### src/hdl/pcso_pkg.sv
`timescale 1ns / 1ps
`default_nettype none
// ----------------------------------------------------------------------------
// pcso_pkg: shared types and constants
// Widths, register indexes and the divide unit request/response structs.
// ----------------------------------------------------------------------------
package pcso_pkg;

  localparam int PRIME_W   = 31;
  localparam int OFFSET_W  = 33;
  localparam int LAYER_W   = 5;
  localparam int COEF_W    = 34;
  localparam int CNT_W     = 6;
  localparam int LOW_W     = 24;
  localparam int CHAIN_W   = 5;
  localparam int EXT_W     = 4;
  localparam int CFG_IDX_W = 2;
  localparam int SHIFT_W   = 5;

  localparam int MAX_RESULTS        = 32;
  localparam int DEF_MAX_CHAIN      = 24;
  localparam int DEF_MAX_EXTENSIONS = 8;

  localparam logic [CHAIN_W-1:0] CHAIN_RESET = 5'd10;

  localparam logic [CFG_IDX_W-1:0] CFG_CHAIN_LENGTH        = 2'd0;
  localparam logic [CFG_IDX_W-1:0] CFG_EXTENSION_COUNT     = 2'd1;
  localparam logic [CFG_IDX_W-1:0] CFG_EXTENSION_LOW_INDEX = 2'd2;

  typedef logic signed [COEF_W-1:0] coef_t;

  typedef struct packed {
    logic                 start;
    logic [PRIME_W-1:0]   dividend;
    logic [PRIME_W-1:0]   divisor;
    coef_t                acc;
    coef_t                coef;
  } div_req_t;

  typedef struct packed {
    logic                 busy;
    logic                 done;
    logic [PRIME_W-1:0]   rem;
    coef_t                acc;
  } div_rsp_t;

endpackage
`default_nettype wire

### src/hdl/pcso_if.sv
`timescale 1ns / 1ps
`default_nettype none
// ----------------------------------------------------------------------------
// pcso_if: request channels
// Input, result and configuration channels with valid/ready handshakes.
// ----------------------------------------------------------------------------
interface pcso_in_if;
  import pcso_pkg::*;
  logic               valid;
  logic               ready;
  logic [PRIME_W-1:0] prime;
  logic [PRIME_W-1:0] residue;
  modport source (output valid, output prime, output residue, input ready);
  modport sink (input valid, input prime, input residue, output ready);
endinterface

interface pcso_out_if;
  import pcso_pkg::*;
  logic                valid;
  logic                ready;
  logic [LAYER_W-1:0]  layer_index;
  logic [OFFSET_W-1:0] first_kind_offset;
  logic [OFFSET_W-1:0] second_kind_offset;
  logic                last_layer;
  modport source (output valid, output layer_index, output first_kind_offset,
                  output second_kind_offset, output last_layer, input ready);
  modport sink (input valid, input layer_index, input first_kind_offset,
                input second_kind_offset, input last_layer, output ready);
endinterface

interface pcso_cfg_if;
  import pcso_pkg::*;
  logic                 valid;
  logic                 ready;
  logic [CFG_IDX_W-1:0] index;
  logic [LOW_W-1:0]     data;
  modport source (output valid, output index, output data, input ready);
  modport sink (input valid, input index, input data, output ready);
endinterface
`default_nettype wire

### src/hdl/pcso_div.sv
`timescale 1ns / 1ps
`default_nettype none
// ----------------------------------------------------------------------------
// pcso_div: shared shift-subtract divide unit
// Computes dividend mod divisor and acc - quotient * coef, one quotient bit
// per cycle after aligning the divisor to the dividend.
// ----------------------------------------------------------------------------
module pcso_div (
  input  wire logic              clk_i,
  input  wire logic              rst_ni,
  input  wire pcso_pkg::div_req_t req_i,
  output pcso_pkg::div_rsp_t     rsp_o
);
  import pcso_pkg::*;

  typedef enum logic [2:0] {
    D_IDLE  = 3'b001,
    D_ALIGN = 3'b010,
    D_SUB   = 3'b100
  } dstate_e;

  dstate_e             state_q, state_d;
  logic [PRIME_W-1:0]  rem_q, rem_d;
  logic [PRIME_W-1:0]  dvs_q, dvs_d;
  coef_t               sd_q, sd_d;
  coef_t               acc_q, acc_d;
  logic [SHIFT_W-1:0]  cnt_q, cnt_d;
  logic                done_q, done_d;

  always_comb begin
    state_d = state_q;
    rem_d   = rem_q;
    dvs_d   = dvs_q;
    sd_d    = sd_q;
    acc_d   = acc_q;
    cnt_d   = cnt_q;
    done_d  = 1'b0;
    case (state_q)
      D_IDLE: begin
        if (req_i.start) begin
          rem_d   = req_i.dividend;
          dvs_d   = req_i.divisor;
          sd_d    = req_i.coef;
          acc_d   = req_i.acc;
          cnt_d   = '0;
          state_d = D_ALIGN;
        end
      end
      D_ALIGN: begin
        // Grow the divisor while twice its value still fits under the dividend.
        if ({dvs_q, 1'b0} <= {1'b0, rem_q}) begin
          dvs_d = {dvs_q[PRIME_W-2:0], 1'b0};
          sd_d  = sd_q <<< 1;
          cnt_d = cnt_q + 1'b1;
        end else begin
          state_d = D_SUB;
        end
      end
      D_SUB: begin
        if (dvs_q <= rem_q) begin
          rem_d = rem_q - dvs_q;
          acc_d = acc_q - sd_q;
        end
        if (cnt_q == '0) begin
          done_d  = 1'b1;
          state_d = D_IDLE;
        end else begin
          dvs_d = dvs_q >> 1;
          sd_d  = sd_q >>> 1;
          cnt_d = cnt_q - 1'b1;
        end
      end
      default: state_d = D_IDLE;
    endcase
  end

  always_ff @(posedge clk_i or negedge rst_ni) begin
    if (!rst_ni) begin
      state_q <= D_IDLE;
      done_q  <= 1'b0;
      cnt_q   <= '0;
    end else begin
      state_q <= state_d;
      done_q  <= done_d;
      cnt_q   <= cnt_d;
    end
  end

  always_ff @(posedge clk_i) begin
    rem_q <= rem_d;
    dvs_q <= dvs_d;
    sd_q  <= sd_d;
    acc_q <= acc_d;
  end

  assign rsp_o.busy = (state_q != D_IDLE);
  assign rsp_o.done = done_q;
  assign rsp_o.rem  = rem_q;
  assign rsp_o.acc  = acc_q;

endmodule
`default_nettype wire

### src/hdl/prime_chain_sieve_offsets.sv
`timescale 1ns / 1ps
`default_nettype none
// ----------------------------------------------------------------------------
// prime_chain_sieve_offsets: first-hit offset generator for a chain sieve
// Finds the modular inverse of the residue by extended Euclid on a shared
// divide unit, then emits two offsets per layer, halving modulo the prime.
// ----------------------------------------------------------------------------
// Channel  Dir   Payload                                         Handshake
// in_i     in    prime, residue                                  valid/ready
// out_o    out   layer_index, first/second_kind_offset, last     valid/ready
// cfg_i    in    index, data                                     valid/ready
//
// One request passes through setup on the divide unit (residue reduction,
// low index reduction, then one division per Euclid step); a prime below
// two skips setup. Each layer then passes through the layer state and the
// output state; a stalled result holds the layer loop.
// Input ready is high only while no request is in progress; the result
// register lets the next request enter while the last result waits.
// Reset clears control, sets chain length to CHAIN_RESET and clears config.
// ----------------------------------------------------------------------------
module prime_chain_sieve_offsets #(
  parameter int MAX_CHAIN      = pcso_pkg::DEF_MAX_CHAIN,
  parameter int MAX_EXTENSIONS = pcso_pkg::DEF_MAX_EXTENSIONS
) (
  input  wire logic clk_i,
  input  wire logic rst_ni,
  pcso_in_if.sink   in_i,
  pcso_out_if.source out_o,
  pcso_cfg_if.sink  cfg_i
);
  import pcso_pkg::*;

  typedef enum logic [6:0] {
    S_IDLE  = 7'b0000001,
    S_RED   = 7'b0000010,
    S_LOWM  = 7'b0000100,
    S_EUC   = 7'b0001000,
    S_FIX   = 7'b0010000,
    S_LAYER = 7'b0100000,
    S_OUT   = 7'b1000000
  } state_e;

  state_e              state_q, state_d;
  logic [CHAIN_W-1:0]  chain_length_q;
  logic [EXT_W-1:0]    extension_count_q;
  logic [LOW_W-1:0]    extension_low_index_q;

  logic [PRIME_W-1:0]  p_q, p_d;
  logic [PRIME_W-1:0]  r0_q, r0_d, r1_q, r1_d;
  coef_t               s1_q, s1_d;
  logic [LOW_W-1:0]    low_q, low_d;
  logic [LOW_W-1:0]    m_q, m_d;
  logic [LOW_W-1:0]    lowm_q, lowm_d;
  logic [OFFSET_W-1:0] lowpm_q, lowpm_d;
  logic [PRIME_W-1:0]  inv_q, inv_d;
  logic [PRIME_W-1:0]  cmp_q, cmp_d;
  logic                zero_q, zero_d;
  logic [CNT_W-1:0]    chain_q, chain_d;
  logic [CNT_W-1:0]    total_q, total_d;
  logic [CNT_W-1:0]    k_q, k_d;

  logic                out_valid_q;
  logic [LAYER_W-1:0]  out_layer_q;
  logic [OFFSET_W-1:0] out_first_q, out_second_q;
  logic                out_last_q;

  div_req_t            div_req;
  div_rsp_t            div_rsp;

  logic                in_fire;
  logic                out_load;
  logic [CNT_W-1:0]    chain_eff, ext_eff, sum_eff, total_eff;
  logic                is_ext, is_last;
  logic [OFFSET_W-1:0] first_off, second_off, first_val, second_val;
  coef_t               s1_norm;
  logic [PRIME_W:0]    halve_sum;

  pcso_div u_div (
    .clk_i  (clk_i),
    .rst_ni (rst_ni),
    .req_i  (div_req),
    .rsp_o  (div_rsp)
  );

  // Configuration writes.
  assign cfg_i.ready = 1'b1;

  always_ff @(posedge clk_i or negedge rst_ni) begin
    if (!rst_ni) begin
      chain_length_q        <= CHAIN_RESET;
      extension_count_q     <= '0;
      extension_low_index_q <= '0;
    end else if (cfg_i.valid) begin
      case (cfg_i.index)
        CFG_CHAIN_LENGTH:        chain_length_q        <= cfg_i.data[CHAIN_W-1:0];
        CFG_EXTENSION_COUNT:     extension_count_q     <= cfg_i.data[EXT_W-1:0];
        CFG_EXTENSION_LOW_INDEX: extension_low_index_q <= cfg_i.data;
        default: ;
      endcase
    end
  end

  // Layer counts, saturated to the supported ranges.
  always_comb begin
    if (chain_length_q == '0) begin
      chain_eff = CNT_W'(1);
    end else if (CNT_W'(chain_length_q) > CNT_W'(MAX_CHAIN)) begin
      chain_eff = CNT_W'(MAX_CHAIN);
    end else begin
      chain_eff = CNT_W'(chain_length_q);
    end
    if (CNT_W'(extension_count_q) > CNT_W'(MAX_EXTENSIONS)) begin
      ext_eff = CNT_W'(MAX_EXTENSIONS);
    end else begin
      ext_eff = CNT_W'(extension_count_q);
    end
    sum_eff   = chain_eff + ext_eff;
    total_eff = (sum_eff > CNT_W'(MAX_RESULTS)) ? CNT_W'(MAX_RESULTS) : sum_eff;
  end

  assign in_i.ready = (state_q == S_IDLE);
  assign in_fire    = in_i.valid && in_i.ready;
  assign out_load   = (state_q == S_OUT) && (!out_valid_q || out_o.ready);

  // Layer values; extension layers are lifted above the low index.
  assign is_ext     = (k_q >= chain_q);
  assign is_last    = ((k_q + 1'b1) == total_q);
  assign first_off  = (inv_q >= PRIME_W'(m_q)) ? OFFSET_W'(lowm_q) : lowpm_q;
  assign second_off = (cmp_q >= PRIME_W'(m_q)) ? OFFSET_W'(lowm_q) : lowpm_q;

  always_comb begin
    if (zero_q) begin
      first_val  = '0;
      second_val = '0;
    end else if (is_ext) begin
      first_val  = OFFSET_W'(inv_q) + first_off;
      second_val = OFFSET_W'(cmp_q) + second_off;
    end else begin
      first_val  = OFFSET_W'(inv_q);
      second_val = OFFSET_W'(cmp_q);
    end
  end

  assign halve_sum = {1'b0, inv_q} + {1'b0, p_q};
  assign s1_norm   = s1_q[COEF_W-1] ? (s1_q + COEF_W'(p_q)) : s1_q;

  // Divide unit requests.
  always_comb begin
    div_req          = '0;
    div_req.dividend = r1_q;
    div_req.divisor  = p_q;
    div_req.acc      = s1_q;
    div_req.coef     = div_rsp.acc;
    case (state_q)
      S_IDLE: begin
        div_req.start    = in_fire && (in_i.prime > PRIME_W'(1));
        div_req.dividend = in_i.residue;
        div_req.divisor  = in_i.prime;
        div_req.acc      = '0;
        div_req.coef     = '0;
      end
      S_RED: begin
        div_req.start    = div_rsp.done && (div_rsp.rem != '0);
        div_req.dividend = PRIME_W'(low_q);
        div_req.acc      = '0;
        div_req.coef     = '0;
      end
      S_LOWM: begin
        div_req.start    = div_rsp.done && (r1_q > PRIME_W'(1));
        div_req.dividend = p_q;
        div_req.divisor  = r1_q;
        div_req.acc      = '0;
        div_req.coef     = COEF_W'(1);
      end
      S_EUC: begin
        div_req.start   = div_rsp.done && (div_rsp.rem > PRIME_W'(1));
        div_req.divisor = div_rsp.rem;
      end
      default: div_req.start = 1'b0;
    endcase
  end

  // Sequencer.
  always_comb begin
    state_d = state_q;
    p_d     = p_q;
    r0_d    = r0_q;
    r1_d    = r1_q;
    s1_d    = s1_q;
    low_d   = low_q;
    m_d     = m_q;
    lowm_d  = lowm_q;
    lowpm_d = lowpm_q;
    inv_d   = inv_q;
    cmp_d   = cmp_q;
    zero_d  = zero_q;
    chain_d = chain_q;
    total_d = total_q;
    k_d     = k_q;
    case (state_q)
      S_IDLE: begin
        if (in_fire) begin
          p_d     = in_i.prime;
          low_d   = extension_low_index_q;
          chain_d = chain_eff;
          total_d = total_eff;
          k_d     = '0;
          inv_d   = '0;
          if (in_i.prime > PRIME_W'(1)) begin
            zero_d  = 1'b0;
            state_d = S_RED;
          end else begin
            zero_d  = 1'b1;
            state_d = S_LAYER;
          end
        end
      end
      S_RED: begin
        if (div_rsp.done) begin
          r1_d = div_rsp.rem;
          if (div_rsp.rem == '0) begin
            zero_d  = 1'b1;
            state_d = S_LAYER;
          end else begin
            state_d = S_LOWM;
          end
        end
      end
      S_LOWM: begin
        if (div_rsp.done) begin
          m_d    = div_rsp.rem[LOW_W-1:0];
          lowm_d = low_q - div_rsp.rem[LOW_W-1:0];
          r0_d   = p_q;
          s1_d   = COEF_W'(1);
          state_d = (r1_q > PRIME_W'(1)) ? S_EUC : S_FIX;
        end
      end
      S_EUC: begin
        if (div_rsp.done) begin
          r0_d = r1_q;
          r1_d = div_rsp.rem;
          s1_d = div_rsp.acc;
          if (div_rsp.rem <= PRIME_W'(1)) begin
            state_d = S_FIX;
          end
        end
      end
      S_FIX: begin
        inv_d   = s1_norm[PRIME_W-1:0];
        zero_d  = (s1_norm == '0);
        lowpm_d = OFFSET_W'(lowm_q) + OFFSET_W'(p_q);
        state_d = S_LAYER;
      end
      S_LAYER: begin
        cmp_d   = p_q - inv_q;
        state_d = S_OUT;
      end
      S_OUT: begin
        if (out_load) begin
          inv_d   = inv_q[0] ? halve_sum[PRIME_W:1] : (inv_q >> 1);
          k_d     = k_q + 1'b1;
          state_d = is_last ? S_IDLE : S_LAYER;
        end
      end
      default: state_d = S_IDLE;
    endcase
  end

  always_ff @(posedge clk_i or negedge rst_ni) begin
    if (!rst_ni) begin
      state_q     <= S_IDLE;
      out_valid_q <= 1'b0;
      k_q         <= '0;
      chain_q     <= '0;
      total_q     <= '0;
      zero_q      <= 1'b1;
    end else begin
      state_q <= state_d;
      k_q     <= k_d;
      chain_q <= chain_d;
      total_q <= total_d;
      zero_q  <= zero_d;
      if (out_load) begin
        out_valid_q <= 1'b1;
      end else if (out_o.ready) begin
        out_valid_q <= 1'b0;
      end
    end
  end

  always_ff @(posedge clk_i) begin
    p_q     <= p_d;
    r0_q    <= r0_d;
    r1_q    <= r1_d;
    s1_q    <= s1_d;
    low_q   <= low_d;
    m_q     <= m_d;
    lowm_q  <= lowm_d;
    lowpm_q <= lowpm_d;
    inv_q   <= inv_d;
    cmp_q   <= cmp_d;
    if (out_load) begin
      out_layer_q  <= k_q[LAYER_W-1:0];
      out_first_q  <= first_val;
      out_second_q <= second_val;
      out_last_q   <= is_last;
    end
  end

  assign out_o.valid              = out_valid_q;
  assign out_o.layer_index        = out_layer_q;
  assign out_o.first_kind_offset  = out_first_q;
  assign out_o.second_kind_offset = out_second_q;
  assign out_o.last_layer         = out_last_q;

`ifndef SYNTH
  a_div_start_idle: assert property (@(posedge clk_i) disable iff (!rst_ni)
    div_req.start |-> !div_rsp.busy)
    else $error("divide unit started while busy");

  a_euclid_order: assert property (@(posedge clk_i) disable iff (!rst_ni)
    (state_q == S_EUC) |-> (r1_q < r0_q))
    else $error("Euclid remainders out of order");

  a_layer_bound: assert property (@(posedge clk_i) disable iff (!rst_ni)
    (state_q == S_OUT) |-> (k_q < total_q))
    else $error("layer counter beyond layer total");

  a_last_ends: assert property (@(posedge clk_i) disable iff (!rst_ni)
    (out_load && is_last) |=> (state_q == S_IDLE))
    else $error("sequencer did not return to idle after last layer");
`endif

endmodule
`default_nettype wire
### src/flat_wrapper.sv
// flat-port wrapper written by rule: the top's interface ports become plain ports
module prime_chain_sieve_offsets_flat import pcso_pkg::*;
#(
  parameter int MAX_CHAIN      = pcso_pkg::DEF_MAX_CHAIN,
  parameter int MAX_EXTENSIONS = pcso_pkg::DEF_MAX_EXTENSIONS
)
  (clk_i, rst_ni, in_i_valid, in_i_prime, in_i_residue, in_i_ready, out_o_valid, out_o_layer_index, out_o_first_kind_offset, out_o_second_kind_offset, out_o_last_layer, out_o_ready, cfg_i_valid, cfg_i_index, cfg_i_data, cfg_i_ready);
  pcso_in_if in_i_i ();
  pcso_out_if out_o_i ();
  pcso_cfg_if cfg_i_i ();
  input  wire logic clk_i;
  input  wire logic rst_ni;
  input wire logic [$bits(in_i_i.valid)-1:0] in_i_valid;
  input wire logic [$bits(in_i_i.prime)-1:0] in_i_prime;
  input wire logic [$bits(in_i_i.residue)-1:0] in_i_residue;
  output wire logic [$bits(in_i_i.ready)-1:0] in_i_ready;
  output wire logic [$bits(out_o_i.valid)-1:0] out_o_valid;
  output wire logic [$bits(out_o_i.layer_index)-1:0] out_o_layer_index;
  output wire logic [$bits(out_o_i.first_kind_offset)-1:0] out_o_first_kind_offset;
  output wire logic [$bits(out_o_i.second_kind_offset)-1:0] out_o_second_kind_offset;
  output wire logic [$bits(out_o_i.last_layer)-1:0] out_o_last_layer;
  input wire logic [$bits(out_o_i.ready)-1:0] out_o_ready;
  input wire logic [$bits(cfg_i_i.valid)-1:0] cfg_i_valid;
  input wire logic [$bits(cfg_i_i.index)-1:0] cfg_i_index;
  input wire logic [$bits(cfg_i_i.data)-1:0] cfg_i_data;
  output wire logic [$bits(cfg_i_i.ready)-1:0] cfg_i_ready;
  assign in_i_i.valid = in_i_valid;
  assign in_i_i.prime = in_i_prime;
  assign in_i_i.residue = in_i_residue;
  assign in_i_ready = in_i_i.ready;
  assign out_o_valid = out_o_i.valid;
  assign out_o_layer_index = out_o_i.layer_index;
  assign out_o_first_kind_offset = out_o_i.first_kind_offset;
  assign out_o_second_kind_offset = out_o_i.second_kind_offset;
  assign out_o_last_layer = out_o_i.last_layer;
  assign out_o_i.ready = out_o_ready;
  assign cfg_i_i.valid = cfg_i_valid;
  assign cfg_i_i.index = cfg_i_index;
  assign cfg_i_i.data = cfg_i_data;
  assign cfg_i_ready = cfg_i_i.ready;
  prime_chain_sieve_offsets #(.MAX_CHAIN(MAX_CHAIN), .MAX_EXTENSIONS(MAX_EXTENSIONS)) u_core (.clk_i(clk_i), .rst_ni(rst_ni), .in_i(in_i_i), .out_o(out_o_i), .cfg_i(cfg_i_i));
endmodule
### config.mk
export PLATFORM = sky130hd
export DESIGN_NAME = prime_chain_sieve_offsets_flat
export DESIGN_NICKNAME = d
export VERILOG_FILES = /design/src/hdl/pcso_pkg.sv /design/src/hdl/pcso_if.sv /design/src/hdl/pcso_div.sv /design/src/hdl/prime_chain_sieve_offsets.sv /design/src/flat_wrapper.sv
export SDC_FILE = /design/constraint.sdc
export NUM_CORES = 2
export LEC_CHECK = 0
export BUFFER_PORTS_ARGS = -buffer_cell sky130_fd_sc_hd__buf_2
export CAP_MARGIN = 5
export CORE_MARGIN = 1.5
export CORE_UTILIZATION = 50
export CTS_BUF_LIST = sky130_fd_sc_hd__clkbuf_16
export CTS_CLUSTER_DIAMETER = 100
export DETAILED_ROUTE_END_ITERATION = 6
export HOLD_SLACK_MARGIN = 0.02
export PLACE_DENSITY = 0.77
export SLEW_MARGIN = 0
export SYNTH_ARGS = -nofsm -noshare
export SYNTH_HDL_FRONTEND = slang
export SYNTH_HIERARCHICAL = 1
export SYNTH_SLANG_ARGS = --single-unit
### constraint.sdc
create_clock -name clk_i -period 18 [get_ports clk_i]
set_clock_uncertainty 0.05 [all_clocks]
set_input_delay 2.7 -clock clk_i [delete_from_list [all_inputs] [get_ports clk_i]]
set_output_delay 2.7 -clock clk_i [all_outputs]
set_load 0.01 [all_outputs]
* Yosys cells after proc, flatten, opt, wreduce, memory -nomap -nowiden
Index checks and enable logic that the tools add are counted.
** Operators by class
- Reductions and logical operators :: 40
- Magnitude comparators :: 12
- Add/sub/neg operators :: 13
- Bitwise logic cells :: 2
- Equality and inequality tests :: 26
- Muxes and demuxes :: 65
** Operators with widths (count)
- 31-bit case mux with 3 select lines :: 4
- 31-bit 2-to-1 mux :: 10
- 34-bit 2-to-1 mux :: 7
- 34-bit case mux with 2 select lines :: 2
- 68-bit case mux with 2 select lines :: 1
- 34-bit case mux with 3 select lines :: 1
- 33-bit 2-to-1 mux :: 3
- 31-bit by 1-bit > comparator with 1-bit output (second input constant) :: 3
- 31-bit by 33-bit adder with 33-bit output :: 2
- 31-bit by 24-bit >= comparator with 1-bit output :: 2
- 31-bit case mux with 2 select lines :: 1
- 31-bit subtractor :: 2
- 7-bit case mux with 7 select lines :: 1
- 6-bit 2-to-1 mux :: 7
- 7-bit 2-to-1 mux :: 6
- 34-bit by 31-bit adder with 34-bit output :: 1
- 34-bit logical NOT :: 1
- 34-bit subtractor :: 1
- 24-bit by 31-bit adder with 32-bit output :: 1
- 31-bit by 31-bit adder with 32-bit output :: 1
- 32-bit by 31-bit <= comparator with 1-bit output :: 1
- 31-bit by 1-bit <= comparator with 1-bit output (second input constant) :: 1
- 31-bit <= comparator :: 1
- 31-bit logical NOT :: 1
- other kinds (47) :: 97
** Storage, ports and cells
- Output and inout bits :: 75
- Logic and storage cells :: 190
- Flip-flop bits (word level) :: 534

* Logic depth before layout (Yosys ltp)
- Depth after elaboration :: 6
- Mapped depth :: 30

* Cells and area by module
Netlist, hierarchy kept.
** Modules (own cells, without submodules)
- prime_chain_sieve_offsets :: area each 28312.2 sq um, times used 1, seq. area each 11511.0 sq um, cells each 2925
- pcso_div :: area each 10308.6 sq um, times used 1, seq. area each 4130.2 sq um, cells each 1125

* Worst setup path before layout
No wires, ideal clock.
- Kind :: input port to flip-flop
- From :: input in_i_valid
- To :: register u_core.u_div.acc_q[0] (enable)
- Path slack :: 9.798 ns
- Setup time :: 0.524 ns
- Data arrival time :: 7.628 ns
- Stages on the path :: 6
- Path through :: nand2_1 -> clkinv_1 -> o21ai_0 -> nand2_1 -> a211oi_1 -> a32oi_1
** RTL lines
- start: declaration :: RTL line flat_wrapper.sv:13 : input wire logic [$bits(in_i_i.valid)-1:0] in_i_valid;
- end signal: assignment :: RTL line pcso_div.sv:93 : acc_q <= acc_d;
- end: declaration :: RTL line pcso_div.sv:26 : coef_t acc_q, acc_d;

* Worst setup path after layout
- From :: register u_core.inv_q[0]
- To :: register u_core.out_first_q[30] (netlist: u_core/out_o.first_kind_offset[30]) (data pin)
** On the way
- Longest elaborated chain between the ends :: 4
** RTL lines
- start: declaration :: RTL line prime_chain_sieve_offsets.sv:55 : logic [PRIME_W-1:0] inv_q, inv_d;
- start signal: assignment :: RTL line prime_chain_sieve_offsets.sv:300 : inv_q <= inv_d;
- 31-bit by 24-bit >= comparator with 1-bit output :: RTL line prime_chain_sieve_offsets.sv:128 : assign first_off = (inv_q >= PRIME_W'(m_q)) ? OFFSET_W'(lowm_q) : lowpm_q;
- 33-bit 2-to-1 mux :: RTL line prime_chain_sieve_offsets.sv:128
- 31-bit by 33-bit adder with 33-bit output * :: RTL line prime_chain_sieve_offsets.sv:136 : first_val = OFFSET_W'(inv_q) + first_off;
- 31-bit 2-to-1 mux * :: RTL line prime_chain_sieve_offsets.sv:135 : end else if (is_ext) begin
- end signal: assignment :: RTL line prime_chain_sieve_offsets.sv:304 : out_first_q <= first_val;
- end: declaration :: RTL line prime_chain_sieve_offsets.sv:64 : logic [OFFSET_W-1:0] out_first_q, out_second_q;
Every way passes the cells marked *; elsewhere a longest branch is shown, timed or not.
A chain may end at the register's enable or synchronous reset.

==> flow_metrics.env <==
export IMPL_status="finished with violations"
export IMPL_violations="DRC"
export IMPL_p_per_area_nw_per_um2=144
export IMPL_htree_levels=2
export IMPL_cts_sinks=532
export IMPL_core_area_sq_um=76200
export IMPL_start_kind="register"
export IMPL_root_buffer="clkbuf_16"
export IMPL_maxCapViolCount=0
export IMPL_grt_max_degree=96
export IMPL_nets=4617
export IMPL_n_fill_cell=6724
export IMPL_fin_cells=5238
export IMPL_cts_max_path_buffers=3
export IMPL_vdd_ir_drop_worst_uv=106
export IMPL_die_y_um=281
export IMPL_grt_pass1_wl_um=180000
export IMPL_period_minus_slack_ps=6530
export IMPL_seqPwrFrac=0.316
export IMPL_port_buffers=166
export IMPL_cp_max_fo=33
export IMPL_antenna_found_initial=3
export IMPL_slew_headroom=0.199
export IMPL_drive_gt1_frac=0.106
export IMPL_worstPathArrival_ps=6860
export IMPL_cts_resized=0
export IMPL_dp_cells=5128
export IMPL_p_leak_nw=17.7
export IMPL_vias=32400
export IMPL_setup_viol=0
export IMPL_hold_viol_final=0
export IMPL_ys_warn_count=6
export IMPL_die_x_um=281
export IMPL_dpl_hpwl_um=89100
export IMPL_postLayoutCellArea_sq_um=42400
export IMPL_worstRegToRegCells=29
export IMPL_firstDrtPassIters=7
export IMPL_layout_commonest_cell="edfxtp_1"
export IMPL_rsz0062_at_grt="no"
export IMPL_hold_class="reg2reg"
export IMPL_fin_tns_setup_ps=0
export IMPL_slowest_stage="mux2_2"
export IMPL_cts_tree="built"
export IMPL_via_per_inst=6.19
export IMPL_syn_inst=4049
export IMPL_power_frac_clock=0.197
export IMPL_r2r_slack_ps=11470
export IMPL_p_int_mw=3.50
export IMPL_placed_area_sq_um=40500
export IMPL_drtAntennaViolNets=0
export IMPL_die_area_sq_um=78900
export IMPL_remaining_drc_errors=64
export IMPL_period_share=0.363
export IMPL_power_switching_mw=2.60
export IMPL_combPwrFrac=0.487
export IMPL_cp_end_kind="register"
export IMPL_wl_per_cell_um=22.6
export IMPL_syn_to_final_growth_pct=9.88
export IMPL_clk_pin_slew_ps=60
export IMPL_swShare=0.426
export IMPL_cts_buffers=57
export IMPL_syn_nets=4509
export IMPL_std_cell_rows=101
export IMPL_syn_cell_area_sq_um=38600
export IMPL_fmax_mhz=153
export IMPL_min_path_cells=0
export IMPL_ios=168
export IMPL_worstMarginPinSlew_ps=1200
export IMPL_drt_total_wl_um=118000
export IMPL_ctsHoldBuffers=0
export IMPL_required_ps=18330
export IMPL_gp_congestion=0.966
export IMPL_post_cts_buffers=0
export IMPL_start_util=0.507
export IMPL_grt_pass1_vias=30400
export IMPL_insertion_delay_ps=640
export IMPL_postSynthAreaPerCell_sq_um=9.54
export IMPL_cp_common_cell="o21a_1"
export IMPL_overflow=0
export IMPL_grt_usage=0.296
export IMPL_final_cell_mix="edfxtp_1, nand2_1, a21oi_1"
export IMPL_drt_initial_drc_count=4334
export IMPL_slowest_delay_ps=400
export IMPL_finalMaxSlewViolations=0
export IMPL_worst_setup_path_type="reg2reg"
[critical path: cells and delay by family (launching register included)]
| family | cells | cell delay, ps |
|---|---|---|
| DFF | 1 | 320 |
| buffers and inverters | 4 | 960 |
| and+or+nand+nor | 4 | 410 |
| adders and majority gates | 3 | 580 |
| AOI/OAI and AO/OA | 16 | 3250 |
| muxes | 2 | 700 |
[metrics by stage]
step	hold slack [ps]	setup WS, ps	util	power (mW)
floorplan	369	9800	-	4.01
global placement	375	11620	0.532	4.76
detailed placement	377	11550	0.532	4.81
CTS	394	11520	0.557	6.03
global route	402	10980	0.557	6.46
finish	396	11470	0.557	6.10
[registers in the layout, summed over array words and instances, names as in the netlist, 31 cells and up]
register                         cells
u_core/s1_q                         34
u_core/inv_q                        31
u_core/r1_q                         31
u_core/out_o.second_kind_offset     33
u_core/u_div/dvs_q                  31
u_core/u_div/acc_q                  34
u_core/p_q                          31
u_core/u_div/rem_q                  31
u_core/lowpm_q                      32
u_core/u_div/sd_q                   34
u_core/out_o.first_kind_offset      33
u_core/cmp_q                        31
[power groups by stage]
stage               clock network [mW]  logic (mW)  registers [mW]
global route                      1.26        3.27            1.94
CTS                               1.22        2.90            1.91
detailed placement                   0        2.88            1.93
finish                            1.20        2.97            1.93
floorplan                            0        2.18            1.83
global placement                     0        2.84            1.93
[cell type report]
| cell class | instances | area (sq um) | area share |
|---|---|---|---|
| antenna | 4 | 10.0 | 0.000236 |
| tap | 1030 | 1290 | 0.0304 |
| clock buffer | 59 | 1480 | 0.0348 |
| sequential | 532 | 15600 | 0.369 |
| timing repair buffer | 207 | 1140 | 0.0269 |
| multi-input combinational | 3051 | 21300 | 0.502 |
| inverter | 308 | 1160 | 0.0273 |
| clock inverter | 47 | 425 | 0.0100 |
[metal layers]
metal | vias up | share of wire | global-route usage
met4 | 2 | 0.050 | 0.136
li1 | 15200 | - | -
met2 | 1621 | 0.42 | 0.445
met1 | 15400 | 0.43 | 0.417
met3 | 258 | 0.097 | 0.0499
met5 | - | 0.00011 | 0
[worst paths after layout]
check                                                             start                                          endpoint
setup / recovery                              u_core/inv_q[0]$_DFFE_PP_  u_core/out_o.first_kind_offset[30]$_SDFFCE_PP0P_
min in group asynchronous                                        rst_ni                     u_core/u_div/done_q$_DFF_PN0_
setup reg to reg                              u_core/inv_q[0]$_DFFE_PP_  u_core/out_o.first_kind_offset[30]$_SDFFCE_PP0P_
max in group asynchronous                                        rst_ni                    u_core/out_o.valid$_DFFE_PN0P_
hold reg to reg            u_core/extension_low_index_q[11]$_DFFE_PN0P_                        u_core/low_q[11]$_DFFE_PP_
hold / removal             u_core/extension_low_index_q[11]$_DFFE_PN0P_                        u_core/low_q[11]$_DFFE_PP_
No activity file was read; power rests on OpenSTA's default activity.
